--- config.mk ---
export PLATFORM = sky130hd
export DESIGN_NAME = time_of_day_clock_core
export DESIGN_NICKNAME = d
export VERILOG_FILES = /design/src/hdl/tod_pkg.sv /design/src/hdl/time_of_day_clock_core.sv
export SDC_FILE = /design/constraint.sdc
export NUM_CORES = 1
export LEC_CHECK = 0
export BUFFER_PORTS_ARGS = -buffer_cell sky130_fd_sc_hd__buf_4
export CORE_MARGIN = 2
export CORE_UTILIZATION = 40
export CTS_CLUSTER_DIAMETER = 100
export DETAILED_ROUTE_END_ITERATION = 8
export GPL_TIMING_DRIVEN = 1
export SYNTH_ARGS = -nofsm -noshare
export SYNTH_HDL_FRONTEND = slang
export SYNTH_SLANG_ARGS = --single-unit
--- constraint.sdc ---
create_clock -name clk_i -period 6.9 [get_ports clk_i]
set_input_delay 1.035 -clock clk_i [delete_from_list [all_inputs] [get_ports clk_i]]
set_output_delay 1.035 -clock clk_i [all_outputs]
set_load 0.01 [all_outputs]
--- src/hdl/tod_pkg.sv ---
package tod_pkg;

  // field widths of one time of day
  localparam int unsigned HoursW = 5;
  localparam int unsigned MinsW  = 6;
  localparam int unsigned SecsW  = 6;
  localparam int unsigned CfgIdxW  = 2;
  localparam int unsigned CfgDataW = 6;

  localparam logic [HoursW-1:0] HoursMax = 5'd23;
  localparam logic [MinsW-1:0]  MinsMax  = 6'd59;
  localparam logic [SecsW-1:0]  SecsMax  = 6'd59;
  localparam logic [SecsW-1:0]  SecsPerMin  = 6'd60;
  localparam logic [HoursW-1:0] HoursPerDay = 5'd24;

  // operation codes of an input beat
  typedef enum logic [1:0] {
    OP_REPORT  = 2'd0,
    OP_TICK    = 2'd1,
    OP_RESTART = 2'd2
  } op_e;

  // configuration register indexes
  typedef enum logic [CfgIdxW-1:0] {
    CFG_START_HOURS   = 2'd0,
    CFG_START_MINUTES = 2'd1,
    CFG_START_SECONDS = 2'd2
  } cfg_idx_e;

  // hh:mm:ss, hours in the top bits so that a plain compare orders times
  typedef struct packed {
    logic [HoursW-1:0] hours;
    logic [MinsW-1:0]  minutes;
    logic [SecsW-1:0]  seconds;
  } hms_t;

  typedef struct packed {
    hms_t now;
    hms_t left;
    hms_t diff;
    logic later;
  } result_t;

  localparam hms_t DayEnd = '{hours: HoursPerDay, minutes: '0, seconds: '0};
  localparam hms_t Midnight = '{hours: '0, minutes: '0, seconds: '0};

  // clamp a time to its legal range
  function automatic hms_t hms_sat(hms_t t);
    hms_t r;
    r.hours   = (t.hours > HoursMax) ? HoursMax : t.hours;
    r.minutes = (t.minutes > MinsMax) ? MinsMax : t.minutes;
    r.seconds = (t.seconds > SecsMax) ? SecsMax : t.seconds;
    return r;
  endfunction

  // one second forward with wrap at 23:59:59
  function automatic hms_t hms_tick(hms_t t);
    hms_t r;
    r = t;
    if (t.seconds >= SecsMax) begin
      r.seconds = '0;
      if (t.minutes >= MinsMax) begin
        r.minutes = '0;
        r.hours   = (t.hours >= HoursMax) ? '0 : t.hours + 5'd1;
      end else begin
        r.minutes = t.minutes + 6'd1;
      end
    end else begin
      r.seconds = t.seconds + 6'd1;
    end
    return r;
  endfunction

  // mixed-radix a - b, a not below b
  function automatic hms_t hms_sub(hms_t a, hms_t b);
    logic [SecsW:0] sd;
    logic [MinsW:0] md;
    hms_t r;
    sd = {1'b0, a.seconds} - {1'b0, b.seconds};
    r.seconds = sd[SecsW] ? (sd[SecsW-1:0] + SecsPerMin) : sd[SecsW-1:0];
    md = {1'b0, a.minutes} - {1'b0, b.minutes} - {{MinsW{1'b0}}, sd[SecsW]};
    r.minutes = md[MinsW] ? (md[MinsW-1:0] + SecsPerMin) : md[MinsW-1:0];
    r.hours = a.hours - b.hours - {{(HoursW-1){1'b0}}, md[MinsW]};
    return r;
  endfunction

endpackage

--- src/hdl/time_of_day_clock_core.sv ---
// 24-hour hh:mm:ss clock. Each input beat reports the time, advances it by one
// second or reloads it from the start registers, and always yields one result
// beat: the time after the operation, the time left to midnight (zero at
// midnight), the absolute difference to the compared time and a later flag.
// One beat is taken every cycle unless in_stall_o is high; a result passes the
// input register, then the result register, before it appears on the outputs,
// and the input register can still take one beat while a finished result is
// stalled at the output.
// Compared times and start values above range are clamped to 23 or 59.
// Start registers must be written only while the block is idle (not enforced).
module time_of_day_clock_core (
  input  logic                          clk_i,
  input  logic                          rst_ni,
  // configuration
  input  logic                          cfg_we_i,
  input  logic [tod_pkg::CfgIdxW-1:0]   cfg_idx_i,
  input  logic [tod_pkg::CfgDataW-1:0]  cfg_data_i,
  // input channel
  input  logic                          in_valid_i,
  output logic                          in_stall_o,
  input  logic [1:0]                    op_i,
  input  logic [tod_pkg::HoursW-1:0]    other_hours_i,
  input  logic [tod_pkg::MinsW-1:0]     other_minutes_i,
  input  logic [tod_pkg::SecsW-1:0]     other_seconds_i,
  // output channel
  output logic                          out_valid_o,
  input  logic                          out_stall_i,
  output logic [tod_pkg::HoursW-1:0]    now_hours_o,
  output logic [tod_pkg::MinsW-1:0]     now_minutes_o,
  output logic [tod_pkg::SecsW-1:0]     now_seconds_o,
  output logic [tod_pkg::HoursW-1:0]    left_hours_o,
  output logic [tod_pkg::MinsW-1:0]     left_minutes_o,
  output logic [tod_pkg::SecsW-1:0]     left_seconds_o,
  output logic [tod_pkg::HoursW-1:0]    diff_hours_o,
  output logic [tod_pkg::MinsW-1:0]     diff_minutes_o,
  output logic [tod_pkg::SecsW-1:0]     diff_seconds_o,
  output logic                          is_later_o
);
  import tod_pkg::*;

  hms_t    start_q;
  hms_t    clock_q, clock_d;
  logic    in_valid_q, in_valid_d;
  logic [1:0] op_q;
  hms_t    other_q;
  logic    out_valid_q, out_valid_d;
  result_t res_q, res_d;
  logic    in_accept, advance;

  // handshake control
  assign advance    = in_valid_q && (!out_valid_q || !out_stall_i);
  assign in_stall_o = in_valid_q && !advance;
  assign in_accept  = in_valid_i && !in_stall_o;

  always_comb begin
    in_valid_d = in_valid_q;
    if (in_accept) begin
      in_valid_d = 1'b1;
    end else if (advance) begin
      in_valid_d = 1'b0;
    end
  end

  always_comb begin
    out_valid_d = out_valid_q;
    if (advance) begin
      out_valid_d = 1'b1;
    end else if (out_valid_q && !out_stall_i) begin
      out_valid_d = 1'b0;
    end
  end

  // clock update for the beat in the input register
  always_comb begin
    clock_d = clock_q;
    case (op_q)
      OP_TICK:    clock_d = hms_tick(clock_q);
      OP_RESTART: clock_d = hms_sat(start_q);
      default:    clock_d = clock_q;
    endcase
  end

  // result fields from the updated time
  always_comb begin
    res_d.now   = clock_d;
    res_d.left  = (clock_d == Midnight) ? Midnight : hms_sub(DayEnd, clock_d);
    res_d.later = clock_d > other_q;
    res_d.diff  = res_d.later ? hms_sub(clock_d, other_q) : hms_sub(other_q, clock_d);
  end

  // control and state registers
  always_ff @(posedge clk_i or negedge rst_ni) begin
    if (!rst_ni) begin
      start_q     <= Midnight;
      clock_q     <= Midnight;
      in_valid_q  <= 1'b0;
      out_valid_q <= 1'b0;
    end else begin
      in_valid_q  <= in_valid_d;
      out_valid_q <= out_valid_d;
      if (advance) begin
        clock_q <= clock_d;
      end
      if (cfg_we_i) begin
        unique case (cfg_idx_i)
          CFG_START_HOURS:   start_q.hours   <= cfg_data_i[HoursW-1:0];
          CFG_START_MINUTES: start_q.minutes <= cfg_data_i[MinsW-1:0];
          CFG_START_SECONDS: start_q.seconds <= cfg_data_i[SecsW-1:0];
          default: ;
        endcase
      end
    end
  end

  // payload registers
  always_ff @(posedge clk_i) begin
    if (in_accept) begin
      op_q    <= op_i;
      other_q <= hms_sat('{hours: other_hours_i, minutes: other_minutes_i,
                          seconds: other_seconds_i});
    end
    if (advance) begin
      res_q <= res_d;
    end
  end

  assign out_valid_o    = out_valid_q;
  assign now_hours_o    = res_q.now.hours;
  assign now_minutes_o  = res_q.now.minutes;
  assign now_seconds_o  = res_q.now.seconds;
  assign left_hours_o   = res_q.left.hours;
  assign left_minutes_o = res_q.left.minutes;
  assign left_seconds_o = res_q.left.seconds;
  assign diff_hours_o   = res_q.diff.hours;
  assign diff_minutes_o = res_q.diff.minutes;
  assign diff_seconds_o = res_q.diff.seconds;
  assign is_later_o     = res_q.later;

  // clock state always holds a legal time
  a_clock_range: assert property (@(posedge clk_i) disable iff (!rst_ni)
    clock_q.hours <= HoursMax && clock_q.minutes <= MinsMax && clock_q.seconds <= SecsMax)
    else $error("clock state out of range");

  // a pending result shows the current clock state
  a_now_matches: assert property (@(posedge clk_i) disable iff (!rst_ni)
    out_valid_q |-> res_q.now == clock_q)
    else $error("result time differs from clock state");

  // later means a nonzero difference
  a_later_diff: assert property (@(posedge clk_i) disable iff (!rst_ni)
    out_valid_q && res_q.later |-> res_q.diff != Midnight)
    else $error("later flag with zero difference");

  // an empty input register never stalls the input
  a_no_idle_stall: assert property (@(posedge clk_i) disable iff (!rst_ni)
    !in_valid_q |-> !in_stall_o)
    else $error("input stalled with empty input register");

  // a beat in the input register moves on once the output frees up
  a_advance: assert property (@(posedge clk_i) disable iff (!rst_ni)
    in_valid_q && !out_valid_q |=> out_valid_q)
    else $error("input beat did not reach the result register");

endmodule
==> summary.md <==
Timing analysis after detailed placement gives a worst setup slack of 0.5399 ns. During I/O placement, the number of pins put on the boundary was 86. The number of distinct library cells after synthesis was 74; the overflow left after global routing was 0. The run gives 40.55% as the effective utilization at floorplan. The commonest cells after synthesis are sky130_fd_sc_hd__inv_1 (82), sky130_fd_sc_hd__edfxtp_1 (71), sky130_fd_sc_hd__ha_1 (70). Across the routed clock network, the largest skew measured is 0.01305 ns.

The run finished with clean final reports. STA puts the critical path data arrival time at 6.47 ns. Of all nets on the critical path, the largest fanout is 11. Setup repair after global routing left no endpoint under its margin. The logs give 0.007234 mm² for the summed instance area of the synthesized netlist and 0 for the remaining design rule violation count. The quantity of I/O buffers inserted on ports was 85; the number of setup violations in the final report was 0.

At the end of the flow, the number of nets in the layout was 887. The worst path in the final design needs a cycle of 6.364 ns, including I/O delays and setup. For the max-slew violation count, the log shows 0.

The number of buffers created by CTS is 9. The synthesized design contains 71 enable-type register cells. The synthesized design contains 107 register bits. The pre-antenna-repair detailed-routing pass consisted of 5 iterations.

For flop-to-flop paths, the worst setup slack is 0.54 ns. The first-iteration detailed-routing DRC count came out at 433. Pin slew with the least headroom to its limit: 1.108 ns. The total of hold buffers inserted after clock tree synthesis is 0. For the overall routing resource usage, the log shows 16.82%.

The most used standard cell by instance count after synthesis was sky130_fd_sc_hd__inv_1. The share of flip-flops with an asynchronous set or reset after synthesis is 33.64%. The tools report the synthesized netlist net count as 815. The longest clock path from root to sink contains 2 buffers. The total negative slack for setup checks was 0 ns. For the number of maximum-capacitance violations, the log shows 0.

Dividing the detail-routed wire length by the instance count gives 16.03 µm. The prevailing post-synth register cell is sky130_fd_sc_hd__edfxtp_1. Launching element type of the critical path: a register.

On the final layout, the worst hold slack is 0.5068 ns. In this run the tightest slew margin relative to its limit is 26.15%. The wire-length estimate of the detail-placed layout is 12.53 mm. The last weighted congestion value of the routability-driven placer is 0.9191, and the initial antenna violation count is 0.

Fill cells in the final layout number 1662. For this design, the slowest cell found on the critical path is sky130_fd_sc_hd__o2111ai_2. The data required time of the critical path came out at 7.00 ns.

STA classifies the critical path endpoint as a register. The first global-routing pass estimated 25.81 mm of wire. The post-CTS clock slew at the launch and capture registers of the worst setup and hold paths was 0.07 ns; the die height was 138.5 µm.

Counting every instance in the synthesized netlist gives 701. Of the available clock period, the critical path in the final layout requires 92.23%. Count of yosys warnings during synthesis: 0. The analysis attributes to cell leakage a power of 0.003682 µW. CTS saw 107 sinks. Of the synthesized area, sequential elements account for 41.92%. Post-CTS timing repair inserted 0 buffers for setup. Entering global routing, the biggest net connects 55 pins.

In this run, post-CTS repair resized a total of 0 instances. The via count of the first global-routing pass was 5090; the standard cell core area was 0.01784 mm². TritonCTS built the clock tree.

Category of the most critical setup path: reg -> reg. After layout, the worst setup slack is 0.5360 ns. The die covers 0.01918 mm².

Class of the most critical hold timing path: reg -> reg. Yosys attributes the largest share of cell area to sky130_fd_sc_hd__edfxtp_1 (29%), sky130_fd_sc_hd__dfrtp_1 (12%), sky130_fd_sc_hd__ha_1 (12%), sky130_fd_sc_hd__inv_1 (4.3%), sky130_fd_sc_hd__xnor2_1 (3.4%). In this run the mean area of a mapped cell was 10.32 µm². After synthesis, the largest area contributor takes up 29.47% of total cell area. The post-detailed-route via-to-cell ratio works out to 5.232.

0 antenna diodes ended up in the layout. The final hold violation count was 0. The routed wire length came out at 16.15 mm. The floorplan has 49 rows. The insertion delay to the later sink of the worst-skew pair came out at 0.36 ns.

The share of final-layout standard cells stronger than drive strength 1 is 19.02%, and the maximum VDD drop is 0.2247 mV. The signed area change from the synthesized netlist to the final layout is 15.67%, and the x dimension of the die is 138.5 µm. Power per unit of standard cell area: 351.3 mW/mm². The clock tree synthesis step divided the H-tree into 3 levels. The detailed-route via count is 5269, and the longest individual stage delay on the worst path is 0.44 ns. CTS root buffer: sky130_fd_sc_hd__clkbuf_16.

The residual antenna-violating net count after detailed routing was 0. The tools report the maximum clock frequency as 0.1571 GHz. The largest total area in the synthesized netlist belongs to sky130_fd_sc_hd__edfxtp_1.
[power breakdown]
part / internal [µW] / switching [µW] / total, µW / leakage [µW]
clock: 283 / 240 / 523 / 0.000142
combinational: 637 / 782 / 1420 / 0.00241
sequential: 904 / 94.2 / 998 / 0.00113
[final timing paths]
path / startpoint / end / depth (start not counted)
min in group asynchronous: rst_ni / clock_q[11] / 1
hold / removal: in_valid_q / out_valid_o / 1
setup / recovery: clock_q[0] / diff_hours_o[4] / 28
setup reg to reg: clock_q[0] / diff_hours_o[4] / 28
hold reg to reg: in_valid_q / out_valid_o / 1
max in group asynchronous: rst_ni / clock_q[1] / 1
[cell families after synthesis]
family	Yosys count	synth area share, %
AOI/OAI and AO/OA	146	13.58
DFF	107	41.92
and+or+nand+nor	172	12.35
adders and majority gates	82	15.43
muxes	28	4.237
buffers and inverters	118	6.676
xor gates and xnor gates	48	5.811
[placed cells by master, fill, tap and decap left out, types with 12 or more instances in the layout]
master,instances
sky130_fd_sc_hd__xor2_1,20
sky130_fd_sc_hd__edfxtp_1,71
sky130_fd_sc_hd__ha_1,70
sky130_fd_sc_hd__buf_4,94
sky130_fd_sc_hd__nor2b_1,12
sky130_fd_sc_hd__xnor2_1,28
sky130_fd_sc_hd__nand2b_1,14
sky130_fd_sc_hd__o21ai_0,34
sky130_fd_sc_hd__dfrtp_1,36
sky130_fd_sc_hd__inv_1,81
sky130_fd_sc_hd__nand2_1,55
sky130_fd_sc_hd__mux2_2,21
sky130_fd_sc_hd__fa_1,12
sky130_fd_sc_hd__nor2_1,35
sky130_fd_sc_hd__a21oi_1,40
[routing by layer]
layer	routed length, µm	global-route usage (%)
met5	0	0
met4	327	5.961
met3	741	3.706
met2	7403	27.31
met1	7675	22.30
[metrics by stage]
step | util, % | cell area, µm² | total power, µW | std cells
floorplan | - | 7234 | 1993 | 701
global placement | 45.21 | 8066 | 2393 | 991
detailed placement | 45.21 | 8066 | 2431 | 991
CTS | 46.90 | 8368 | 2967 | 1007
global route | 46.90 | 8368 | 3161 | 1007
finish | 46.90 | 8368 | 2940 | 1007
[final cells by class]
type	count	area [µm²]	area share (%)
sequential	107	3033	36.24
clock buffer	9	225.2	2.691
tap	229	286.5	3.424
multi-input combinational	476	3722	44.48
inverter	85	319.1	3.813
clock inverter	7	76.32	0.9121
timing repair buffer	94	705.7	8.433
[state kept, by name, indices dropped and copies added, names as in the netlist]
signal and cells:
clock_q 17, other_q 17, start_q 17, diff_minutes_o 6
diff_seconds_o 6, left_minutes_o 6, left_seconds_o 6, now_minutes_o 6
now_seconds_o 6, diff_hours_o 5, left_hours_o 5, now_hours_o 5
op_q 2, in_valid_q 1, is_later_o 1, out_valid_o 1
[worst max-delay path: cells and delay by family, from the launching register on]
family | cells | cell delay (ns)
xor gates and xnor gates | 2 | 0.34
and+or+nand+nor | 3 | 0.40
AOI/OAI and AO/OA | 11 | 2.16
DFF | 1 | 0.41
buffers and inverters | 5 | 0.49
adders and majority gates | 7 | 2.30
Power figures use the tool's default switching activity.
